$ cat src/rtl/vmx_pkg.sv
`default_nettype none
package vmx_pkg;

   localparam logic [4:0] OP_MOVRI = 5'd0;
   localparam logic [4:0] OP_MOVRM = 5'd1;
   localparam logic [4:0] OP_MOVRR = 5'd2;
   localparam logic [4:0] OP_MOVMI = 5'd3;
   localparam logic [4:0] OP_MOVMM = 5'd4;
   localparam logic [4:0] OP_MOVMR = 5'd5;
   localparam logic [4:0] OP_ADDR  = 5'd6;
   localparam logic [4:0] OP_ADDI  = 5'd7;
   localparam logic [4:0] OP_ADDM  = 5'd8;
   localparam logic [4:0] OP_SUBR  = 5'd9;
   localparam logic [4:0] OP_SUBI  = 5'd10;
   localparam logic [4:0] OP_SUBM  = 5'd11;
   localparam logic [4:0] OP_MULR  = 5'd12;
   localparam logic [4:0] OP_MULI  = 5'd13;
   localparam logic [4:0] OP_MULM  = 5'd14;
   localparam logic [4:0] OP_DIVR  = 5'd15;
   localparam logic [4:0] OP_DIVI  = 5'd16;
   localparam logic [4:0] OP_DIVM  = 5'd17;
   localparam logic [4:0] OP_IFRR  = 5'd18;
   localparam logic [4:0] OP_RET   = 5'd19;
   localparam logic [4:0] OP_HALT  = 5'd20;

   localparam logic [2:0] ST_OK       = 3'd0;
   localparam logic [2:0] ST_BAD_OP   = 3'd1;
   localparam logic [2:0] ST_BAD_CMP  = 3'd2;
   localparam logic [2:0] ST_DIV_ZERO = 3'd3;
   localparam logic [2:0] ST_BAD_REG  = 3'd4;

   localparam int REG_ADDR_W = 6;
   localparam logic [7:0] CMP_KINDS = 8'd6;

   typedef enum logic [2:0] {
      CLS_MOVE, CLS_STORE, CLS_ARITH, CLS_BRANCH, CLS_RET, CLS_NONE
   } cls_type;

   typedef enum logic [1:0] {SRC_IMM, SRC_REG, SRC_CELL} src_type;

   typedef enum logic [1:0] {ALU_ADD, ALU_SUB, ALU_MUL, ALU_DIV} alu_type;

   typedef enum logic [2:0] {CMP_EQ, CMP_NE, CMP_GT, CMP_LT, CMP_GE, CMP_LE} cmp_type;

   typedef enum logic [2:0] {BK_IDLE, BK_READ, BK_MUL, BK_DIV, BK_SIGN} bk_state_type;

   typedef struct packed {
      cls_type                cls;
      src_type                src;
      alu_type                alu;
      cmp_type                cmp;
      logic [2:0]             status;
      logic [3:0]             rd;
      logic [REG_ADDR_W-1:0]  b_addr;
      logic                   cell_ok;
      logic [7:0]             cell_index;
      logic [63:0]            imm;
   } instr_type;

endpackage
`default_nettype wire

$ cat src/rtl/vmx_queue.sv
`default_nettype none
module vmx_queue (
   input  wire logic                clock,
   input  wire logic                reset,
   input  wire logic                push,
   input  wire vmx_pkg::instr_type  push_data,
   input  wire logic                pop,
   output logic                     full,
   output logic                     empty,
   output vmx_pkg::instr_type       head
);

   localparam int QDepth = 2;
   localparam int PtrW   = $clog2(QDepth);

   vmx_pkg::instr_type slot_ff [QDepth];
   logic [PtrW-1:0]    wr_ptr_ff, wr_ptr_in;
   logic [PtrW-1:0]    rd_ptr_ff, rd_ptr_in;
   logic [PtrW:0]      count_ff, count_in;

   always_comb begin
      full      = count_ff == (PtrW+1)'(QDepth);
      empty     = count_ff == '0;
      head      = slot_ff[rd_ptr_ff];
      wr_ptr_in = push ? wr_ptr_ff + 1'b1 : wr_ptr_ff;
      rd_ptr_in = pop ? rd_ptr_ff + 1'b1 : rd_ptr_ff;
      count_in  = count_ff + (PtrW+1)'(push) - (PtrW+1)'(pop);
   end

   always_ff @(posedge clock) begin
      if (reset) begin
         wr_ptr_ff <= '0;
         rd_ptr_ff <= '0;
         count_ff  <= '0;
      end else begin
         wr_ptr_ff <= wr_ptr_in;
         rd_ptr_ff <= rd_ptr_in;
         count_ff  <= count_in;
      end
   end

   always_ff @(posedge clock) begin
      if (push) slot_ff[wr_ptr_ff] <= push_data;
   end

endmodule
`default_nettype wire

$ cat config.mk
export PLATFORM = sky130hd
export DESIGN_NAME = vmx_queue
export DESIGN_NICKNAME = d
export VERILOG_FILES = /design/src/rtl/vmx_pkg.sv /design/src/rtl/vmx_queue.sv
export SDC_FILE = /design/constraint.sdc
export NUM_CORES = 1
export LEC_CHECK = 0
export BUFFER_PORTS_ARGS = -buffer_cell sky130_fd_sc_hd__buf_2
export CORE_MARGIN = 1.5
export CORE_UTILIZATION = 47
export DETAILED_ROUTE_END_ITERATION = 10
export PLACE_DENSITY = 0.85
export SYNTH_ARGS = -nofsm -noshare
export SYNTH_HDL_FRONTEND = slang
export SYNTH_SLANG_ARGS = --single-unit
$ cat constraint.sdc
create_clock -name clock -period 5.1 [get_ports clock]
set_clock_uncertainty 0.05 [all_clocks]
set_input_delay 0.51 -clock clock [delete_from_list [all_inputs] [get_ports clock]]
set_output_delay 0.51 -clock clock [all_outputs]
set_load 0.05 [all_outputs]
After elaboration in Yosys (flattened, before gate mapping) --
Memories as Yosys holds them, arrays and structs flattened. A register that Yosys moved wholly into a read port is not among the register bits. Index checks and enable logic that the tools add are counted.
Storage, ports and cells: register bits after elaboration 4, RAM bits 192, bits of input ports 100, output and inout port bits 98, word-level logic and storage cells 14, memories kept 1
Cells by class: $add $sub $neg 4, eq/ne operators 1, muxes and demuxes 4, reductions and logical operators 1
Memories:
- slot_ff | words 2, width 96, rd ports 1, clocked after memory_dff 1, wr ports 1, line vmx_queue.sv:16 | vmx_pkg::instr_type slot_ff [QDepth];
Operator list (count):
- $mux W1 | 4
- $add A1 B1 Y1 const B | 2
- $add A2 B1 Y2 | 1
- $eq A2 B2 Y1 const B | 1
- $logic_not A2 Y1 | 1
- $sub A2 B1 Y2 | 1

Longest topological paths before layout --
depth in word-level cells 3, mapped depth 6, gate-level depth less buffers 6

Worst setup path after synthesis --
OpenSTA, ideal clock, no wires.
path type input port to flip-flop, start point input port push, end point memory slot_ff[0][0] (netlist name), enable pin, library setup time 0.563 ns, arrival 4.691 ns, data required time 4.487 ns, slack -0.204 ns, stages on the path 1, path buffers 0, cell sequence nor2b_1
Between the ends: cells in the longest elaborated chain, start to end 2
RTL lines:
- start: declaration | line vmx_queue.sv:5 | input wire logic push,
- $mux W1 | line vmx_queue.sv:43 | if (push) slot_ff[wr_ptr_ff] <= push_data;
- $mux W1 (implied by the code) | line vmx_queue.sv:43
- end: declaration | line vmx_queue.sv:16
No other way between the ends.

==> impl_metrics.csv <==
group,metric,value,unit
logic_synthesis,seq_area_frac_synth,0.799,
logic_synthesis,synth_cells,320,
global_routing,first_global_vias,3894,
placed_design,routabilityCongestion,0.743,
logic_synthesis,ys_seq_elements,197,
setup_path,slowest_delay,1.11,ns
setup_path,crit_type,"reg2out",
setup_path,worstPathCellList,"buf_4 -> mux2_2 -> buf_2",
final_layout,fin_util,0.599,
routing,drt-total-wl,12400,um
logic_synthesis,synth_fp_nets,422,
power_and_ir_drop,p_switching,1.07,mW
timing,setup_tns,0,ns
timing,fin_crit,3.20,ns
power_and_ir_drop,p_int,2.93,mW
clock_tree,htreeDepth,4,
setup_path,cp_top_family,"flip-flops",
power_and_ir_drop,ir_drop,0.000275,V
global_routing,grt_antenna_before_repair,0,
floorplan,start_util,0.481,
placed_design,hpwl,8310,um
clock_tree,holdBufCountCts,0,
setup_path,cp.arrival,2.64,ns
logic_synthesis,yosys.area.top_type,"edfxtp_1",
power_and_ir_drop,p_leak,3.52,nW
power_and_ir_drop,seq_power_share,0.486,
job,cap_violations,0,
power_and_ir_drop,p_per_area,437,mW/mm^2
logic_synthesis,synth_area_leaders,"edfxtp_1 (79%), mux2_2 (8.6%), mux2_4 (8.2%)",
clock_tree,numCtsBuffers,17,
timing,timing.final.ws_setup,1.90,ns
clock_tree,cts.repair.resized,0,
timing,min_period_over_period,0.628,
global_routing,grt_max_degree,78,
timing,slew_headroom,0.237,
routing,drtPass1Iterations,4,
timing,worst_slew_pin_slew,1.14,ns
worst_hold_path,hold_path.class,"in2reg",
clock_tree,cts_setup_buffers,0,
global_routing,grt-ovfl-total,0,
outcome,outcome,"completed",
routing,routedWlPerCell,16.4,um
timing,setup_viol,0,
timing,maxSlewViolCount,0,
floorplan,num_io_pins,198,
placed_design,place_ws,2.30,ns
setup_path,crit_slowest_cell,"dfxtp_4",
routing,viasPerCell,4.75,
clock_tree,clock_path_buffers,2,
final_layout,diodes,0,
clock_tree,cts_tree,"built",
logic_synthesis,ys_types,15,
timing,hold_viol,0,
setup_path,worstPathRequired,4.54,ns
final_layout,nets,631,
final_layout,layout-drive-gt1-share,0.609,
floorplan,core_area,0.0153,mm^2
routing,first_iter_violations,216,
logic_synthesis,synth_top_cell_area_share,0.785,
power_and_ir_drop,clkPwrFrac,0.349,
power_and_ir_drop,power,4.00,mW
setup_path,cp_max_fo,77,
logic_synthesis,synth_warnings,0,
power_and_ir_drop,power_frac_comb,0.165,
timing,fmax,312,MHz
logic_synthesis,synth_area_per_cell,23.0,um^2
global_routing,grt_pass1_wl,18800,um
setup_path,worst-path-buf-inv,2,
clock_tree,clk_pin_slew,0.07,ns
routing,vias,3580,
timing,rsz0062_at_grt,"no",
logic_synthesis,syn_area,0.00734,mm^2
floorplan,die_w,128,um
final_layout,area_growth,24.4,%
power_and_ir_drop,swShare,0.268,
routing,route.detailed.drc,0,
clock_tree,clock_latency,0.42,ns
floorplan,floorplan.rows,45,
setup_path,cp-start-kind,"flop",
routing,antenna_left,0,
global_routing,grt_util_all_layers,0.154,
setup_path,crit_path_end_kind,"output port",
clock_tree,cts-root-buf,"clkbuf_16",
floorplan,die-area,0.0164,mm^2
floorplan,die_h,128,um
placed_design,portBuffers,197,
final_layout,fillers,1108,
clock_tree,cts.sinks,197,
synth_stat cells:
cell type  count
buf_6          1
xnor3_1        1
ha_1           2
buf_12         4
inv_1          2
buf_2          5
xnor2_1        2
buf_8          1
edfxtp_1     192
mux2_4        40
nor2b_1        3
dfxtp_1        5
mux2_2        56
and2_1         1
nor2_1         5
path summary, 6_finish.rpt:
check	from	end	slack, ns	cells past startpoint
worst max register to register	wr_ptr_ff	slot_ff[1][86]	2.91	2
worst min-delay path	push_data[12]	slot_ff[1][12]	0.22	1
worst min register to register	rd_ptr_ff	flop	0.48	2
worst max-delay path	flop	head[85]	1.90	3
layer usage:
metal	GRT usage	routed length, um	vias to the layer above
met5	0	0	-
met3	0.0580	791	16
li1	-	-	1678
met2	0.259	6240	134
met4	0.0595	221	0
met1	0.179	5130	1752
flip-flops by register name, indices dropped and copies added, names as in the netlist, named ones only:
signal / count
wr_ptr_ff: 1
count_ff: 2
rd_ptr_ff: 1
slot_ff: 192
power groups by stage:
stage | Combinational, mW | Clock [mW] | Sequential [mW]
floorplan | 0.545 | 0 | 1.95
global placement | 0.653 | 0 | 1.97
detailed placement | 0.663 | 0 | 1.98
CTS | 0.665 | 1.42 | 1.94
global route | 0.689 | 1.49 | 1.95
finish | 0.658 | 1.40 | 1.94
cells by family after synthesis:
kind of cell	after synthesis	share of synthesized area
flip-flops	197	0.799
AND/OR/NAND/NOR	9	0.00596
XOR/XNOR	3	0.00545
multiplexers	96	0.168
buffers and inverters	13	0.0189
adder cells (fa/ha/maj)	2	0.00341
per-stage QoR:
| stage | instances | instance area (um^2) | hold WS (ns) |
|---|---|---|---|
| 2_1_floorplan | 320 | 7350 | 0.430 |
| 3_3_place_gp | 721 | 8510 | 0.443 |
| 3_5_place_dp | 721 | 8510 | 0.467 |
| 4_1_cts | 753 | 9140 | 0.205 |
| 5_1_grt | 753 | 9140 | 0.200 |
| 6_report | 753 | 9140 | 0.224 |
layout by cell type (no fill, tap or decap), types with 2 or more instances in the layout:
| cell type | Yosys | layout |
|---|---|---|
| buf_2 | 5 | 197 |
| buf_4 | 0 | 4 |
| bufinv_16 | 0 | 4 |
| clkbuf_16 | 0 | 17 |
| clkinvlp_4 | 0 | 2 |
| dfxtp_1 | 5 | 4 |
| edfxtp_1 | 192 | 192 |
| ha_1 | 2 | 2 |
| inv_1 | 2 | 2 |
| inv_6 | 0 | 4 |
| mux2_2 | 56 | 56 |
| mux2_4 | 40 | 40 |
| nor2_1 | 5 | 5 |
| nor2b_1 | 3 | 2 |
| xnor2_1 | 2 | 2 |
cell type report:
| class | instances | area (um^2) | area share |
|---|---|---|---|
| clock inverter | 14 | 199 | 0.0218 |
| sequential | 197 | 5870 | 0.643 |
| clock buffer | 18 | 429 | 0.0470 |
| inverter | 2 | 7.51 | 0.000822 |
| tap | 211 | 264 | 0.0289 |
| multi-input combinational | 110 | 1350 | 0.148 |
| timing repair buffer | 201 | 1020 | 0.111 |
Note: power is estimated with default switching activity, not from simulation.
