[src/rtl/vmx_pkg.sv]
`default_nettype none
package vmx_pkg;

   localparam logic [4:0] OP_MOVRI = 5'd0;
   localparam logic [4:0] OP_MOVRM = 5'd1;
   localparam logic [4:0] OP_MOVRR = 5'd2;
   localparam logic [4:0] OP_MOVMI = 5'd3;
   localparam logic [4:0] OP_MOVMM = 5'd4;
   localparam logic [4:0] OP_MOVMR = 5'd5;
   localparam logic [4:0] OP_ADDR  = 5'd6;
   localparam logic [4:0] OP_ADDI  = 5'd7;
   localparam logic [4:0] OP_ADDM  = 5'd8;
   localparam logic [4:0] OP_SUBR  = 5'd9;
   localparam logic [4:0] OP_SUBI  = 5'd10;
   localparam logic [4:0] OP_SUBM  = 5'd11;
   localparam logic [4:0] OP_MULR  = 5'd12;
   localparam logic [4:0] OP_MULI  = 5'd13;
   localparam logic [4:0] OP_MULM  = 5'd14;
   localparam logic [4:0] OP_DIVR  = 5'd15;
   localparam logic [4:0] OP_DIVI  = 5'd16;
   localparam logic [4:0] OP_DIVM  = 5'd17;
   localparam logic [4:0] OP_IFRR  = 5'd18;
   localparam logic [4:0] OP_RET   = 5'd19;
   localparam logic [4:0] OP_HALT  = 5'd20;

   localparam logic [2:0] ST_OK       = 3'd0;
   localparam logic [2:0] ST_BAD_OP   = 3'd1;
   localparam logic [2:0] ST_BAD_CMP  = 3'd2;
   localparam logic [2:0] ST_DIV_ZERO = 3'd3;
   localparam logic [2:0] ST_BAD_REG  = 3'd4;

   localparam int REG_ADDR_W = 6;
   localparam logic [7:0] CMP_KINDS = 8'd6;

   typedef enum logic [2:0] {
      CLS_MOVE, CLS_STORE, CLS_ARITH, CLS_BRANCH, CLS_RET, CLS_NONE
   } cls_type;

   typedef enum logic [1:0] {SRC_IMM, SRC_REG, SRC_CELL} src_type;

   typedef enum logic [1:0] {ALU_ADD, ALU_SUB, ALU_MUL, ALU_DIV} alu_type;

   typedef enum logic [2:0] {CMP_EQ, CMP_NE, CMP_GT, CMP_LT, CMP_GE, CMP_LE} cmp_type;

   typedef enum logic [2:0] {BK_IDLE, BK_READ, BK_MUL, BK_DIV, BK_SIGN} bk_state_type;

   typedef struct packed {
      cls_type                cls;
      src_type                src;
      alu_type                alu;
      cmp_type                cmp;
      logic [2:0]             status;
      logic [3:0]             rd;
      logic [REG_ADDR_W-1:0]  b_addr;
      logic                   cell_ok;
      logic [7:0]             cell_index;
      logic [63:0]            imm;
   } instr_type;

endpackage
`default_nettype wire

[src/rtl/vmx_front.sv]
`default_nettype none
module vmx_front #(
   parameter int REG_COUNT  = 16,
   parameter int CELL_COUNT = 256
) (
   input  wire logic                     start,
   input  wire logic                     full,
   input  wire logic [4:0]               req_op,
   input  wire logic [3:0]               req_dest_reg,
   input  wire logic [3:0]               req_src_reg,
   input  wire logic [7:0]               req_cell_index,
   input  wire logic signed [63:0]       req_immediate,
   input  wire logic signed [7:0]        req_cond_code,
   output logic                          busy,
   output logic                          push,
   output vmx_pkg::instr_type            instr
);

   logic rd_ok;
   logic rs_ok;
   logic imm_ok;

   always_comb begin
      rd_ok  = 32'(req_dest_reg) < REG_COUNT;
      rs_ok  = 32'(req_src_reg) < REG_COUNT;
      imm_ok = (req_immediate[63:vmx_pkg::REG_ADDR_W] == '0) &&
               (32'(req_immediate[vmx_pkg::REG_ADDR_W-1:0]) < REG_COUNT);

      instr.cls        = vmx_pkg::CLS_NONE;
      instr.src        = vmx_pkg::SRC_IMM;
      instr.alu        = vmx_pkg::ALU_ADD;
      instr.cmp        = vmx_pkg::CMP_EQ;
      instr.status     = vmx_pkg::ST_OK;
      instr.rd         = req_dest_reg;
      instr.b_addr     = vmx_pkg::REG_ADDR_W'(req_src_reg);
      instr.cell_ok    = 32'(req_cell_index) < CELL_COUNT;
      instr.cell_index = req_cell_index;
      instr.imm        = req_immediate;

      case (req_op)
         vmx_pkg::OP_MOVRI, vmx_pkg::OP_MOVRM: begin
            instr.cls = vmx_pkg::CLS_MOVE;
            if (!rd_ok) instr.status = vmx_pkg::ST_BAD_REG;
         end
         vmx_pkg::OP_MOVRR: begin
            instr.cls = vmx_pkg::CLS_MOVE;
            instr.src = vmx_pkg::SRC_REG;
            if (!rd_ok || !rs_ok) instr.status = vmx_pkg::ST_BAD_REG;
         end
         vmx_pkg::OP_MOVMI: begin
            instr.cls = vmx_pkg::CLS_STORE;
         end
         vmx_pkg::OP_MOVMM: begin
            instr.cls    = vmx_pkg::CLS_STORE;
            instr.src    = vmx_pkg::SRC_REG;
            instr.b_addr = req_immediate[vmx_pkg::REG_ADDR_W-1:0];
            if (!imm_ok) instr.status = vmx_pkg::ST_BAD_REG;
         end
         vmx_pkg::OP_MOVMR: begin
            instr.cls = vmx_pkg::CLS_STORE;
            instr.src = vmx_pkg::SRC_REG;
            if (!rs_ok) instr.status = vmx_pkg::ST_BAD_REG;
         end
         vmx_pkg::OP_ADDR, vmx_pkg::OP_ADDI, vmx_pkg::OP_ADDM,
         vmx_pkg::OP_SUBR, vmx_pkg::OP_SUBI, vmx_pkg::OP_SUBM,
         vmx_pkg::OP_MULR, vmx_pkg::OP_MULI, vmx_pkg::OP_MULM,
         vmx_pkg::OP_DIVR, vmx_pkg::OP_DIVI, vmx_pkg::OP_DIVM: begin
            instr.cls = vmx_pkg::CLS_ARITH;
            if (req_op inside {[vmx_pkg::OP_ADDR:vmx_pkg::OP_ADDM]}) begin
               instr.alu = vmx_pkg::ALU_ADD;
            end else if (req_op inside {[vmx_pkg::OP_SUBR:vmx_pkg::OP_SUBM]}) begin
               instr.alu = vmx_pkg::ALU_SUB;
            end else if (req_op inside {[vmx_pkg::OP_MULR:vmx_pkg::OP_MULM]}) begin
               instr.alu = vmx_pkg::ALU_MUL;
            end else begin
               instr.alu = vmx_pkg::ALU_DIV;
            end
            if (req_op inside {vmx_pkg::OP_ADDR, vmx_pkg::OP_SUBR,
                               vmx_pkg::OP_MULR, vmx_pkg::OP_DIVR}) begin
               instr.src = vmx_pkg::SRC_REG;
            end else if (req_op inside {vmx_pkg::OP_ADDM, vmx_pkg::OP_SUBM,
                                        vmx_pkg::OP_MULM, vmx_pkg::OP_DIVM}) begin
               instr.src = vmx_pkg::SRC_CELL;
            end else begin
               instr.src = vmx_pkg::SRC_IMM;
            end
            if (!rd_ok || (instr.src == vmx_pkg::SRC_REG && !rs_ok)) begin
               instr.status = vmx_pkg::ST_BAD_REG;
            end
         end
         vmx_pkg::OP_IFRR: begin
            instr.cls = vmx_pkg::CLS_BRANCH;
            instr.cmp = vmx_pkg::cmp_type'(req_cond_code[2:0]);
            if (!rd_ok || !rs_ok) begin
               instr.status = vmx_pkg::ST_BAD_REG;
            end else if ($unsigned(req_cond_code) >= vmx_pkg::CMP_KINDS) begin
               instr.status = vmx_pkg::ST_BAD_CMP;
            end
         end
         vmx_pkg::OP_RET: begin
            instr.cls = vmx_pkg::CLS_RET;
         end
         vmx_pkg::OP_HALT: begin
            instr.cls = vmx_pkg::CLS_NONE;
         end
         default: begin
            instr.status = vmx_pkg::ST_BAD_OP;
         end
      endcase

      busy = full;
      push = start && !full;
   end

endmodule
`default_nettype wire

[config.mk]
export PLATFORM = sky130hd
export DESIGN_NAME = vmx_front
export DESIGN_NICKNAME = d
export VERILOG_FILES = /design/src/rtl/vmx_pkg.sv /design/src/rtl/vmx_front.sv
export SDC_FILE = /design/constraint.sdc
export NUM_CORES = 1
export LEC_CHECK = 0
export ABC_AREA = 1
export BUFFER_PORTS_ARGS = -buffer_cell sky130_fd_sc_hd__buf_4
export CAP_MARGIN = 40
export CORE_AREA = 3 3 73 75
export DETAILED_ROUTE_END_ITERATION = 16
export DIE_AREA = 0 0 76 78
export PLACE_DENSITY_LB_ADDON = 0.25
export SYNTH_ARGS = -nofsm -noshare
export SYNTH_HDL_FRONTEND = slang
export SYNTH_SLANG_ARGS = --single-unit
[constraint.sdc]
create_clock -name vclk -period 2
set_clock_uncertainty 0.05 [all_clocks]
set_input_delay 0.2 -clock vclk [all_inputs]
set_output_delay 0.2 -clock vclk [all_outputs]
set_load 0.01 [all_outputs]
# Word level (Yosys, flattened, before mapping)

Cells that the tools add are included.

Multiplexer cells: 13
Equality and inequality tests: 20
$lt $le $gt $ge: 8
Reductions and logical operators: 15

Operators by type and width:

| kind                                                 | number |
|---|---|
| zero test 58 bit                                     | 1 |
| equality test 5 x 4 -> 1 bit (second input constant) | 8 |
| equality test 5 bit (second input constant)          | 5 |
| equality test 5 x 3 -> 1 bit (second input constant) | 4 |
| OR reduction 19 bit                                  | 1 |
| <= comparator 5 x 4 -> 1 bit (second input constant) | 3 |
| case mux 3 bit (5 select lines)                      | 1 |
| 2-to-1 mux 2 bit                                     | 6 |
| OR reduction 12 bit                                  | 1 |
| equality test 5 x 2 -> 1 bit (second input constant) | 2 |
| >= comparator 5 x 4 -> 1 bit (second input constant) | 2 |
| case mux 3 bit (3 select lines)                      | 1 |
| OR reduction 3 bit                                   | 3 |
| >= comparator 8 x 3 -> 1 bit (second input constant) | 1 |
| nonzero test 4 bit                                   | 2 |
| < comparator 6 x 5 -> 1 bit (second input constant)  | 1 |
| 2-to-1 mux 3 bit                                     | 2 |
| 2-to-1 mux 6 bit                                     | 1 |
| equality test 5 x 1 -> 1 bit (second input constant) | 1 |
| >= comparator 5 x 3 -> 1 bit (second input constant) | 1 |
| logical AND 1 bit                                    | 5 |
| zero test 5 bit                                      | 1 |
| case mux 2 bit (2 select lines)                      | 1 |
| zero test 1 bit                                      | 1 |
| 2-to-1 mux 1 bit                                     | 1 |

Word-level logic and storage cells: 56
Input port bits: 95
Register bits after elaboration: 0

# Longest topological paths before layout

Gate-level depths: netlist of run 1.

Word-level depth: 6
Gate-level depth with buffers: 10

# Worst setup path before layout of run 1

No wires, ideal clock.

Kind: input to output
Start: input req_op[1]
End: output instr[83] (netlist name)
Arrival: 1.092 ns
Data required time: 1.750 ns
Setup slack: 0.658 ns
Buffers on the path: 1
Stages on the path: 9
Cells stage by stage: buf_4 inv_6 nand2_2 inv_1 nand3_1 nand3_1 nor2_2 nand2_2 nor2_1

RTL lines:

| what               | line            | text |
|---|---|---|
| start: declaration | vmx_front.sv:8  | `input wire logic [4:0] req_op,` |
| end: declaration   | vmx_front.sv:16 | `output vmx_pkg::instr_type instr` |

==> impl_metrics.tcl, run 1 <==
set metrics [dict create \
    worstSetupEndpointType "primary output" \
    hp-start "req_cell_index[0]" \
    grt.total_usage 0.143 \
    start_kind "input port" \
    post-route-period-util 0.757 \
    grt_overflow 0 \
    grt_pass1_vias 1370 \
    grt_setup_unrepaired "no" \
    fin_ws_ns 0.486 \
    dp.final_hpwl_um 4580 \
    layout_min_cycle_time_ns 1.51 \
    regArea_um2 0 \
    routed_wirelength_um 4920 \
    holdPathStages 0 \
    fin_tns_setup_ns 0 \
    dieArea_um2 5930 \
    cts_resized 0 \
    grt_max_degree 10 \
    start_util 0.279 \
    arrival_ns 1.26 \
    viasPerCell 4.03 \
    ant_nets 0 \
    max_freq_ghz 0.660 \
    yosysSeqAreaShare 0 \
    hold_violations 0 \
    min_to "instr[64]" \
    routedWlPerCell_um 12.9 \
    syn_nets 322 \
    drv_cap 0 \
    critical_path_required_ns 1.75 \
    synth_cell_types 20 \
    grt_first_pass_wirelength_um 6970 \
    crit_type "input port to primary output" \
    critPathMaxFanout 9 \
    vias 1531 \
    n_antenna_cell 0 \
    clkbuf_count 0 \
    syn2layout_area_growth_pct 54.7 \
    place.gp.congestion 0.925 \
    holdBufCountCts 0 \
    postSynthAreaPerCell_um2 5.82 \
    chipWidth_um 76 \
    post-place-ws_ns 0.491 \
    vdd_drop_max_mv 0.0986 \
    setup_viol 0 \
    ios 193 \
    drt_first_pass_iters 4 \
    core_area_um2 4720 \
    layout-drive-gt1-share 0.591 \
    p_leak_nw 1.20 \
    antenna_found_initial 0 \
    drc 0 \
    ys.warnings.count 0 \
    slew_viol_final 0 \
    drtIter0Drc 48 \
    io_buffer_count 168 \
    post_cts_buffers 0 \
    syn_inst 227 \
    final_nets 410 \
    hold_class "input port to primary output" \
    powerDensity_nw_per_um2 224 \
    die_h_um 78 \
    seq_cell_count 0 \
    syn_area_um2 1320 \
    status "finished, final reports clean" \
    rows 25 \
]
## how the worst max path moves through the flow
stage | from | to | slack (ns) | cells after the start
global placement | req_op[2] | instr[93] | 0.48 | 8
global route | req_op[3] | instr[89] | 0.35 | 10
CTS | req_op[3] | instr[93] | 0.48 | 9
detailed placement | req_op[3] | instr[93] | 0.49 | 9
floorplan | req_op[1] | instr[83] | 0.66 | 9
finish | req_op[4] | instr[93] | 0.49 | 9
## through the flow
step                      area (um2)  cells  power, mW  hold WS [ns]  utilization
after floorplan                 1320    227      0.279         0.398            -
after global placement          2040    380      0.462         0.350        0.432
after detailed placement        2040    380      0.462         0.350        0.432
after CTS                       2040    380      0.462         0.350        0.432
after global routing            2040    380      0.494         0.350        0.432
final                           2040    380      0.458         0.350        0.432
## synthesized netlist by cell type
library cell  instances  share of area
buf_4                80           0.45
nor2_1               53           0.15
nand2_1              37           0.11
inv_1                14          0.040
nand3_1              12          0.045
a21oi_1               7          0.027
mux2_4                4          0.045
nand2_2               3          0.014
nor2_2                3          0.014
buf_6                 2          0.017
nor2_4                2          0.017
nor4_1                2         0.0095
conb_1                1         0.0028
inv_2                 1         0.0028
inv_6                 1         0.0066
nand2_4               1         0.0085
nand4_1               1         0.0047
nor2_8                1          0.015
nor3_4                1          0.012
xnor2_1               1         0.0066
## power breakdown
group	internal, mW	switching [mW]	total (mW)
Clock	0	0	0
Combinational	0.256	0.202	0.458
Sequential	0	0	0
Total	0.256	0.202	0.458
## critical path, cell delays in order
cell     delay, ns
buf_4         0.15
nor2_4        0.13
inv_2         0.07
nor2_8        0.11
nand2_2       0.06
a21oi_1       0.19
nand3_1       0.14
nand2_1       0.09
buf_4         0.11
## layout by cell type (no fill, tap or decap)
master / Yosys / final
buf_4: 80 / 168
nor2_1: 53 / 53
nand2_1: 37 / 37
inv_1: 14 / 14
nand3_1: 12 / 12
a21oi_1: 7 / 7
mux2_4: 4 / 4
nand2_2: 3 / 3
nor2_2: 3 / 3
nor2_4: 2 / 2
nor4_1: 2 / 2
inv_2: 1 / 1
nor2_8: 1 / 1
nand2_4: 1 / 1
inv_6: 1 / 1
xnor2_1: 1 / 1
nor3_4: 1 / 1
nand4_1: 1 / 1
conb_1: 1 / 1
## metal layers
| metal | routed length, um | global-route usage |
|---|---|---|
| met1 | 1670 | 0.149 |
| met2 | 2760 | 0.297 |
| met3 | 473 | 0.0360 |
| met4 | 19 | 0.00543 |
| met5 | 0 | 0 |
## cells by family after synthesis
family | synth area share
buf+inv | 0.521
mux | 0.0455
compound gates | 0.0265
other cells | 0.00284
xor+xnor | 0.00664
simple gates | 0.397
## cell type report
class,instances,area (um2)
Multi-Input combinational cell,129,632
Fill cell,522,2680
Timing Repair Buffer,168,1260
Inverter,16,65.1
Tap cell,67,83.8
Power figures use the tool's default switching activity.
==> run 2, diff against run 1 <==
--- a/config.mk
+++ b/config.mk
@@ -8,9 +8,9 @@
 export ABC_AREA = 1
 export BUFFER_PORTS_ARGS = -buffer_cell sky130_fd_sc_hd__buf_4
 export CAP_MARGIN = 40
-export CORE_AREA = 3 3 73 75
+export CORE_MARGIN = 3
+export CORE_UTILIZATION = 28
 export DETAILED_ROUTE_END_ITERATION = 16
-export DIE_AREA = 0 0 76 78
 export PLACE_DENSITY_LB_ADDON = 0.25
 export SYNTH_ARGS = -nofsm -noshare
 export SYNTH_HDL_FRONTEND = slang
==> constraint.sdc (replaced) <==
create_clock -name vclk -period 1.27
set_clock_uncertainty 0.05 [all_clocks]
set_input_delay 0.127 -clock vclk [all_inputs]
set_output_delay 0.127 -clock vclk [all_outputs]
set_load 0.01 [all_outputs]
==> impl_metrics.tcl, run 2 (synthesis gave the netlist of run 1 again) <==
set metrics [dict create \
    status "finished with violations" \
    violations "setup timing" \
    drv_cap 0 \
    cp_slowest_stage_delay_ns 0.24 \
    n_antenna_cell 0 \
    antenna_found_initial 0 \
    layout_min_cycle_time_ns 1.33 \
    start_kind "input port" \
    p_comb_frac 1.000 \
    layout-drive-gt1-share 0.687 \
    routed_wirelength_um 5020 \
    final_util 0.528 \
    grt_overflow 0 \
    hold_slack_ns 0.204 \
    vdd_drop_max_mv 0.157 \
    final_cell_mix "buf_4 (168), nor2_1 (48), nand2_1 (29), buf_6 (12), nand2_2 (10)" \
    seq_cell_count 0 \
    power_frac_clock 0 \
    final_nets 426 \
    chipWidth_um 74.7 \
    slew_viol_final 0 \
    place.gp.congestion 0.941 \
    worstSetupEndpointType "primary output" \
    pwr-share-seq 0 \
    holdBufCountCts 0 \
    hold_class "input port to primary output" \
    drc 0 \
    grt_first_pass_wirelength_um 6470 \
    power.net_switching_mw 0.359 \
    powerDensity_nw_per_um2 356 \
    regArea_um2 0 \
    p_sw_frac 0.430 \
    dp.final_hpwl_um 4390 \
    grt_max_degree 9 \
    hold_violations 0 \
    final_common_cell "buf_4" \
    setup_viol 9 \
    crit_chain "buf_12 > buf_6 > nor3_4 > nand2_2 > nand3_4 > nor2_4 > nand2_4 > nand2_2 > inv_2 > buf_6" \
    ios 193 \
    drt_first_pass_iters 4 \
    viasPerCell 4.22 \
    critPathMaxFanout 6 \
    vias 1606 \
    crit_type "input port to primary output" \
    core_area_um2 4440 \
    die_h_um 74.7 \
    ant_nets 0 \
    crit_slowest_cell "nor3_4" \
    intPower_mw 0.476 \
    nFillCells 451 \
    fin_tns_setup_ns -0.389 \
    start_util 0.297 \
    power_mw 0.834 \
    critical_path_required_ns 1.09 \
    routedWlPerCell_um 13.2 \
    p_leak_nw 1.32 \
    rows 24 \
    post-route-period-util 1.05 \
    dieArea_um2 5570 \
    arrival_ns 1.15 \
    syn2layout_area_growth_pct 77.7 \
    drtIter0Drc 38 \
    grt.total_usage 0.144 \
    fin_ws_ns -0.0583 \
    max_freq_ghz 0.753 \
    grt_pass1_vias 1398 \
    grt_setup_unrepaired "yes" \
    clkbuf_count 0 \
    io_buffer_count 168 \
    post-place-ws_ns -0.0954 \
]
==> run 2: cell types whose count changed in the layout (fill, tap and decap cells not counted), moves of 2 or more <==
cell / delta
nor2_2: +2
inv_1: -5
nand3_4: +2
nor2_1: -5
nand2_1: -8
nand3_1: -6
inv_2: +4
buf_6: +12
nand2_2: +7
nor2_4: +3
buf_12: +3
nand3_2: +4
==> run 2: routing by layer <==
| layer | GRT usage | wire (um) | share of wire |
|---|---|---|---|
| met1 | 0.153 | 1640 | 0.33 |
| met2 | 0.309 | 2950 | 0.59 |
| met5 | 0 | 0 | 0 |
| met4 | 0.0138 | 44 | 0.0088 |
| met3 | 0.0107 | 390 | 0.078 |
==> run 2: layout make-up <==
cell class,count,area [um2],area share
tap,52,65.1,0.0277
timing repair buffer,184,1470,0.627
inverter,16,67.6,0.0288
multi-input combinational,129,742,0.316
==> run 2: repair_timing <==
action                     CTS  global route
cloned                       0             0
setup endpoints to repair   10            12
gates resized for setup     20            30
pin swaps                    9            10
setup buffers                1             4
==> run 2: final timing paths <==
path	to	slack, ns	cells past startpoint	from
worst max-delay path	instr[89]	-0.06	10	req_op[4]
worst min-delay path	instr[64]	0.20	0	req_cell_index[0]
==> run 2: power by group through the flow <==
stage / registers, mW / logic (mW) / clock network [mW]
after global placement: 0 / 0.753 / 0
after global routing: 0 / 0.899 / 0
after floorplan: 0 / 0.439 / 0
after CTS: 0 / 0.788 / 0
after detailed placement: 0 / 0.755 / 0
final: 0 / 0.834 / 0
==> run 2: worst max-delay path: cells and delay by family <==
kind                   cells  cell delay [ns]
buffers and inverters      4             0.36
and+or+nand+nor            6             0.67
==> run 2: stage by stage <==
step	std cells	cell area, um2
floorplan	227	1320
global placement	376	2120
detailed placement	376	2120
CTS	377	2200
global route	381	2350
finish	381	2350
